$ cat src/sv/irb_pkg.sv
// types, constants and helpers of the intensity ramp blender
package irb_pkg;

   localparam int DW = 32;
   localparam int FW = 16;
   localparam int W1 = DW + 1;
   localparam int W2 = 2 * DW;
   localparam int PW = DW + FW + 2;
   localparam int CSR_INDEX_WIDTH = 2;

   localparam logic [CSR_INDEX_WIDTH-1:0] REG_LOW_LEVEL   = 2'd0;
   localparam logic [CSR_INDEX_WIDTH-1:0] REG_HIGH_LEVEL  = 2'd1;
   localparam logic [CSR_INDEX_WIDTH-1:0] REG_BASE_IS_LOW = 2'd2;
   localparam logic [CSR_INDEX_WIDTH-1:0] REG_BLEND_MODE  = 2'd3;

   localparam logic signed [DW-1:0] LOW_LEVEL_RESET  = DW'(0);
   localparam logic signed [DW-1:0] HIGH_LEVEL_RESET = DW'(65536);

   typedef enum logic [2:0] {
      MODE_REPLACE  = 3'd0,
      MODE_ADD      = 3'd1,
      MODE_SUBTRACT = 3'd2,
      MODE_MULTIPLY = 3'd3,
      MODE_DIVIDE   = 3'd4
   } blend_mode_type;

   typedef struct packed {
      logic signed [DW-1:0] light_sum;
      logic signed [DW-1:0] base_value;
      logic signed [DW-1:0] alt_value;
   } req_type;

   typedef struct packed {
      logic signed [DW-1:0] blended_value;
      logic                 saturated;
   } rsp_type;

   // carried alongside the ratio divider
   typedef struct packed {
      logic                 at_low;
      logic                 at_high;
      logic signed [DW-1:0] primary;
      logic signed [DW-1:0] scaled;
      logic signed [DW-1:0] base;
   } ratio_side_type;

   // carried alongside the quotient divider
   typedef struct packed {
      logic                 is_div;
      logic                 m_pos;
      logic                 p_neg;
      logic signed [DW-1:0] res;
      logic                 sat;
   } div_side_type;

   typedef struct packed {
      logic                 sat;
      logic signed [DW-1:0] value;
   } clamp_type;

   function automatic clamp_type sat_clamp(input logic signed [W2-1:0] x);
      logic signed [W2-1:0] max_v;
      logic signed [W2-1:0] min_v;
      clamp_type            r;
      max_v = {{(DW+1){1'b0}}, {(DW-1){1'b1}}};
      min_v = {{(DW+1){1'b1}}, {(DW-1){1'b0}}};
      if (x > max_v) begin
         r.sat   = 1'b1;
         r.value = max_v[DW-1:0];
      end else if (x < min_v) begin
         r.sat   = 1'b1;
         r.value = min_v[DW-1:0];
      end else begin
         r.sat   = 1'b0;
         r.value = x[DW-1:0];
      end
      return r;
   endfunction

endpackage

$ cat src/sv/irb_udiv.sv
// pipelined restoring divider, one quotient bit per stage
module irb_udiv import irb_pkg::*; #(
   parameter int RW    = W1,
   parameter int STEPS = FW,
   parameter int SW    = $bits(ratio_side_type)
) (
   input  logic             clock,
   input  logic             reset,
   input  logic             en,
   input  logic             in_valid,
   input  logic [RW-1:0]    in_rem,
   input  logic [STEPS-1:0] in_bits,
   input  logic [RW-1:0]    in_div,
   input  logic [SW-1:0]    in_side,
   output logic             out_valid,
   output logic [STEPS-1:0] out_quo,
   output logic [SW-1:0]    out_side
);

   logic             valid_ff [STEPS];
   logic [RW-1:0]    rem_ff   [STEPS];
   logic [RW-1:0]    div_ff   [STEPS];
   logic [STEPS-1:0] bits_ff  [STEPS];
   logic [STEPS-1:0] quo_ff   [STEPS];
   logic [SW-1:0]    side_ff  [STEPS];

   genvar k;
   for (k = 0; k < STEPS; k++) begin : g_step
      logic             prev_valid;
      logic [RW-1:0]    prev_rem;
      logic [RW-1:0]    prev_div;
      logic [STEPS-1:0] prev_bits;
      logic [STEPS-1:0] prev_quo;
      logic [SW-1:0]    prev_side;
      logic [RW:0]      rem2;
      logic [RW:0]      diff;
      logic             ge;
      logic [RW-1:0]    rem_in;
      logic [STEPS-1:0] quo_in;

      if (k == 0) begin : g_first
         assign prev_valid = in_valid;
         assign prev_rem   = in_rem;
         assign prev_div   = in_div;
         assign prev_bits  = in_bits;
         assign prev_quo   = '0;
         assign prev_side  = in_side;
      end else begin : g_next
         assign prev_valid = valid_ff[k-1];
         assign prev_rem   = rem_ff[k-1];
         assign prev_div   = div_ff[k-1];
         assign prev_bits  = bits_ff[k-1];
         assign prev_quo   = quo_ff[k-1];
         assign prev_side  = side_ff[k-1];
      end

      assign rem2   = {prev_rem, prev_bits[STEPS-1]};
      assign diff   = rem2 - {1'b0, prev_div};
      assign ge     = rem2 >= {1'b0, prev_div};
      assign rem_in = ge ? diff[RW-1:0] : rem2[RW-1:0];
      assign quo_in = {prev_quo[STEPS-2:0], ge};

      always_ff @(posedge clock) begin
         if (reset) begin
            valid_ff[k] <= 1'b0;
         end else if (en) begin
            valid_ff[k] <= prev_valid;
         end
      end

      always_ff @(posedge clock) begin
         if (en) begin
            rem_ff[k]  <= rem_in;
            div_ff[k]  <= prev_div;
            bits_ff[k] <= {prev_bits[STEPS-2:0], 1'b0};
            quo_ff[k]  <= quo_in;
            side_ff[k] <= prev_side;
         end
      end
   end

   assign out_valid = valid_ff[STEPS-1];
   assign out_quo   = quo_ff[STEPS-1];
   assign out_side  = side_ff[STEPS-1];

endmodule

$ cat config.mk
export PLATFORM = sky130hd
export DESIGN_NAME = irb_udiv
export DESIGN_NICKNAME = d
export VERILOG_FILES = /design/src/sv/irb_pkg.sv /design/src/sv/irb_udiv.sv
export SDC_FILE = /design/constraint.sdc
export NUM_CORES = 2
export LEC_CHECK = 0
export ABC_AREA = 1
export ABC_CLOCK_PERIOD_IN_PS = 2700
export BUFFER_PORTS_ARGS = -buffer_cell sky130_fd_sc_hd__buf_2
export CORE_MARGIN = 10
export CORE_UTILIZATION = 45
export DETAILED_ROUTE_END_ITERATION = 10
export PLACE_DENSITY = 0.72
export SYNTH_ARGS = -nofsm -noshare
export SYNTH_HDL_FRONTEND = slang
export SYNTH_SLANG_ARGS = --single-unit
export TNS_END_PERCENT = 20
$ cat constraint.sdc
create_clock -name clock -period 2.7 [get_ports clock]
set_input_delay 0.54 -clock clock [delete_from_list [all_inputs] [get_ports clock]]
set_output_delay 0.54 -clock clock [all_outputs]
set_load 0.01 [all_outputs]
; Yosys cells after proc, flatten, opt, wreduce, memory -nomap -nowiden
; Memories as Yosys holds them, arrays and structs flattened.
; Cells that the tools add are included.
[totals]
ff_bits = 0
ramBits = 3136
in_bits = 184
out_inout_bits = 115
wordCells = 92
n_memories = 6
[classes]
n_addsub = 16
magnitude_cmp = 16
n_mux = 38
bitwise = 16
[memory_table]
columns = memory, words, word_bits, read_ports, rd_ports_with_merged_regs, wr, line
row1 = side_ff, 16, 98, 16, 0, 16, irb_udiv.sv:25  ; logic [SW-1:0] side_ff [STEPS];
row2 = div_ff, 16, 33, 15, 0, 16, irb_udiv.sv:22  ; logic [RW-1:0] div_ff [STEPS];
row3 = rem_ff, 16, 33, 15, 0, 16, irb_udiv.sv:21  ; logic [RW-1:0] rem_ff [STEPS];
row4 = quo_ff, 16, 16, 16, 0, 16, irb_udiv.sv:24  ; logic [STEPS-1:0] quo_ff [STEPS];
row5 = bits_ff, 16, 15, 15, 0, 16, irb_udiv.sv:23  ; logic [STEPS-1:0] bits_ff [STEPS];
row6 = valid_ff, 16, 1, 16, 0, 16, irb_udiv.sv:20  ; logic valid_ff [STEPS];
[op_table]
columns = cell, n
row1 = 34-bit by 33-bit >= comparator with 1-bit output, 16
row2 = 33-bit two-way mux, 16
row3 = 33-bit subtractor, 16
row4 = 1-bit two-way mux, 22
row5 = 1-bit bitwise OR, 16

; Logic depth before layout (Yosys ltp)
[depth]
ltp_word = 4
mapped_depth = 17
depth_no_buf = 16

; Worst setup path after synthesis
; OpenSTA, ideal clock, no wires.
[synth_path]
kind = in2reg
startpoint = input port in_bits[15]
endpoint = memory rem_ff[0][25] (netlist name) (data pin)
setup_time_ns = 0.252
arrival_time_ns = 1.957
required_time_ns = 2.448
path_slack_ns = 0.491
path_stages = 13
n_path_buf = 1
path_cell_list = inv_1 -> ha_1 -> inv_1 -> fa_1 -> nand3_1 -> nand3_2 -> nand2_1 -> nand2_1 -> nand2_4 -> nand2_8 -> buf_12 -> nand3_2 -> nand2_1
[synth_lines]
columns = element, line
row1 = "start, declared", irb_udiv.sv:12  ; input logic [STEPS-1:0] in_bits,
row2 = "end, declared", irb_udiv.sv:21

==> flow_summary.yaml <==
clock_network:
  insertion_delay_ps: 950
  numCtsBuffers: 305
  cts_tree: "yes"
  cts_root_buf: "clkbuf_16"
  cts.path.max_buffers: 4
  clock_sinks: 2830
  clkTransAtPathRegs_ps: 60
  cts-htree-levels: 5
power_and_ir_drop:
  seq_power_share: 0.382
  netSwitchingPower_uw: 60200
  clockPowerShare: 0.255
  p_per_area_nw_per_um2: 1030
  p_leak_uw: 0.0713
  comb_power_share: 0.363
  sw_frac_of_total: 0.374
  intPower_uw: 101000
  max-vdd-ir-drop_uv: 654
placement:
  placed_area_um2: 144000
  dp_hpwl_um: 258000
  gp_congestion: 0.978
  pre_cts_ws_ps: -50.8
  portBuffers: 298
  dpl.cell_count: 17600
layout:
  syn2layout_area_growth_pct: 16.2
  fin_nets: 14900
  nFillCells: 26200
  final_cells: 18400
  design_area_um2: 156000
  drive_gt1_frac: 0.109
routing:
  firstDrtPassIters: 9
  wl_per_cell_um: 18.2
  ant_nets: 0
  first_iter_violations: 6545
  vias: 88500
  finalWirelength_um: 334000
  via_per_inst: 4.82
  drc_errors: 0
die:
  core_region_area_um2: 297000
  rows: 200
  ios: 299
  die_x_um: 566
  dieArea_um2: 321000
  start_util: 0.452
  die_y_um: 566
synth:
  postSynth.topFlopCell: "edfxtp_1"
  syn_area_um2: 134000
  synth-async-reset-ratio: 0
  synth_top_area_cell: "edfxtp_1"
  netlist.area_leader.share: 0.633
  syn_area_per_cell_um2: 10.3
  seq_area_frac_synth: 0.633
  ys_ff_latch: 2830
  synth_edf_count: 2830
  ys_types: 43
  synthTopCellsByArea: "edfxtp_1 (63%), nand2_1 (13%), inv_1 (6.7%), ha_1 (4.9%), nand3_1 (2.8%)"
  synth_fp_nets: 13800
  syn_inst: 13100
  yosys_warnings: 0
timing:
  relSlewSlack: 0.548
  setup_ws_ps: 49.0
  finalCritPeriodShare: 0.982
  fin_skew_ps: 83.9
  timing_hold_violations_final: 0
  hold_ws_ps: 125
  period_minus_slack_ps: 2650
  timing.fmax_mhz: 377
  slew_violations: 0
  tightest_slew_ps: 678
  finalSetupViolCount: 0
  rsz0062_at_grt: "yes"
global_routing:
  grt_antenna_before_repair: 2
  grt_first_pass_wirelength_um: 505000
  grt_usage: 0.201
  grt_pass1_vias: 86900
  grt_max_degree: 113
  grt_overflow: 0
flow_run:
  cap_violations: 0
min_path:
  hp-class: "input port to flip-flop"
setup_path:
  required_ps: 3300
  path_max_fanout: 33
  cp.arrival_ps: 3250
  cp-start-kind: "flip-flop"
  endpoint_kind: "flip-flop"
  setup.worst_path.class: "flip-flop to flip-flop"
run_status:
  status: "complete, no violations"
[cell families after synthesis]
logic type | synth area share
simple gates | 0.211
flops | 0.633
buf+inv | 0.0760
compound gates | 0.0148
xor+xnor | 0.0138
fa+ha+maj | 0.0514
[flip-flops by register name (all words and copies together) (netlist names)]
signal,cells
side_ff,1568
div_ff,495
quo_ff,136
valid_ff,16
rem_ff,495
bits_ff,120
[worst paths after layout]
kind / startpoint / cells past startpoint / endpoint / slack (ps)
worst min-delay path: in_bits[15] / 4 / rem_ff[0][0] / 130
worst max-delay path: rem_ff[0][181] / 12 / rem_ff[0][218] / 50
worst max register to register: rem_ff[0][181] / 12 / rem_ff[0][218] / 50
worst min register to register: side_ff[1][41] / 0 / side_ff[1][139] / 390
[cells in the final DEF, fill, tap and decap left out, types with 49 or more instances in the layout]
master	count
nor2_2	49
ha_1	514
xor2_1	195
buf_2	297
inv_1	2401
clkbuf_16	311
and2_1	60
edfxtp_1	2830
nand3_2	175
nor3_1	116
buf_4	367
buf_12	79
nand2_1	4471
dlygate4sd3_1	180
clkinv_1	77
a21oi_1	318
nor2_1	618
nand3b_1	161
nand3_1	758
[routing by layer]
layer | GRT usage | vias to the layer above | share of wire
met5 | 0 | - | 0
met4 | 0.0900 | 0 | 0.052
met3 | 0.0264 | 690 | 0.049
met2 | 0.352 | 2255 | 0.49
met1 | 0.249 | 41000 | 0.41
li1 | - | 44500 | -
[synthesized netlist by cell type (2+ instances only)]
cell,number
o21ai_1,10
nand2_4,10
clkbuf_4,2
inv_2,4
ha_1,528
nor2_1,631
xnor2_1,17
nor2_4,18
nand2_8,13
a21oi_1,320
clkbuf_8,3
nor3_2,9
nand3_1,758
nand2_2,39
nor2_2,38
or2_2,30
nand4_1,14
buf_2,65
fa_1,15
edfxtp_1,2830
nand3_2,175
nor4_1,3
and2_1,60
xor2_1,195
buf_6,33
nand3b_1,161
or2_1,2
o21ai_0,21
buf_8,4
inv_1,2402
nand2_1,4478
buf_12,12
a21o_1,11
a211oi_1,2
o21bai_1,14
nor3_1,120
buf_4,15
[stage by stage]
step / utilization / total power [uW] / TNS (ps)
floorplan: - / 99100 / 0
global placement: 0.484 / 119000 / -446
detailed placement: 0.484 / 119000 / -102
CTS: 0.523 / 161000 / -11.4
global route: 0.525 / 171000 / -79.2
finish: 0.525 / 161000 / 0
[power by group through the flow]
stage                     combinational [uW]  sequential [uW]  clock [uW]
after global routing                   65200            61900       44100
after CTS                              57300            61600       42300
after detailed placement               56800            62400           0
final                                  58300            61500       41100
after global placement                 56400            62300           0
after floorplan                        39500            59600           0
[layout make-up]
class,count,area (um^2),area share
sequential,2830,85000,0.545
clock inverter,199,2020,0.0129
tap,3939,4930,0.0316
clock buffer,351,7890,0.0506
antenna,2,5.00,0.0000321
inverter,2407,9040,0.0580
multi-input combinational,7700,39500,0.253
timing repair buffer,928,7710,0.0494
[timing repair]
| action | CTS | global route |
|---|---|---|
| setup buffers | 0 | 31 |
| endpoints found under the setup margin | 11 | 263 |
| gates resized for setup | 3 | 66 |
| cloned | 0 | 6 |
| endpoints found under the hold margin | 184 | 0 |
| hold buffers | 180 | 0 |
| pin swaps | 0 | 8 |
[critical path, stage by stage, from the launching register on]
cell	delay [ps]
edfxtp_1	510
ha_2	440
nand2_1	160
nor2_1	210
nand2_1	110
nor2_2	110
nand3_1	100
nand3_2	110
nor2_4	50
buf_4	140
buf_12	180
nand3_1	110
nand2_1	120
Power figures use the tool's default switching activity.
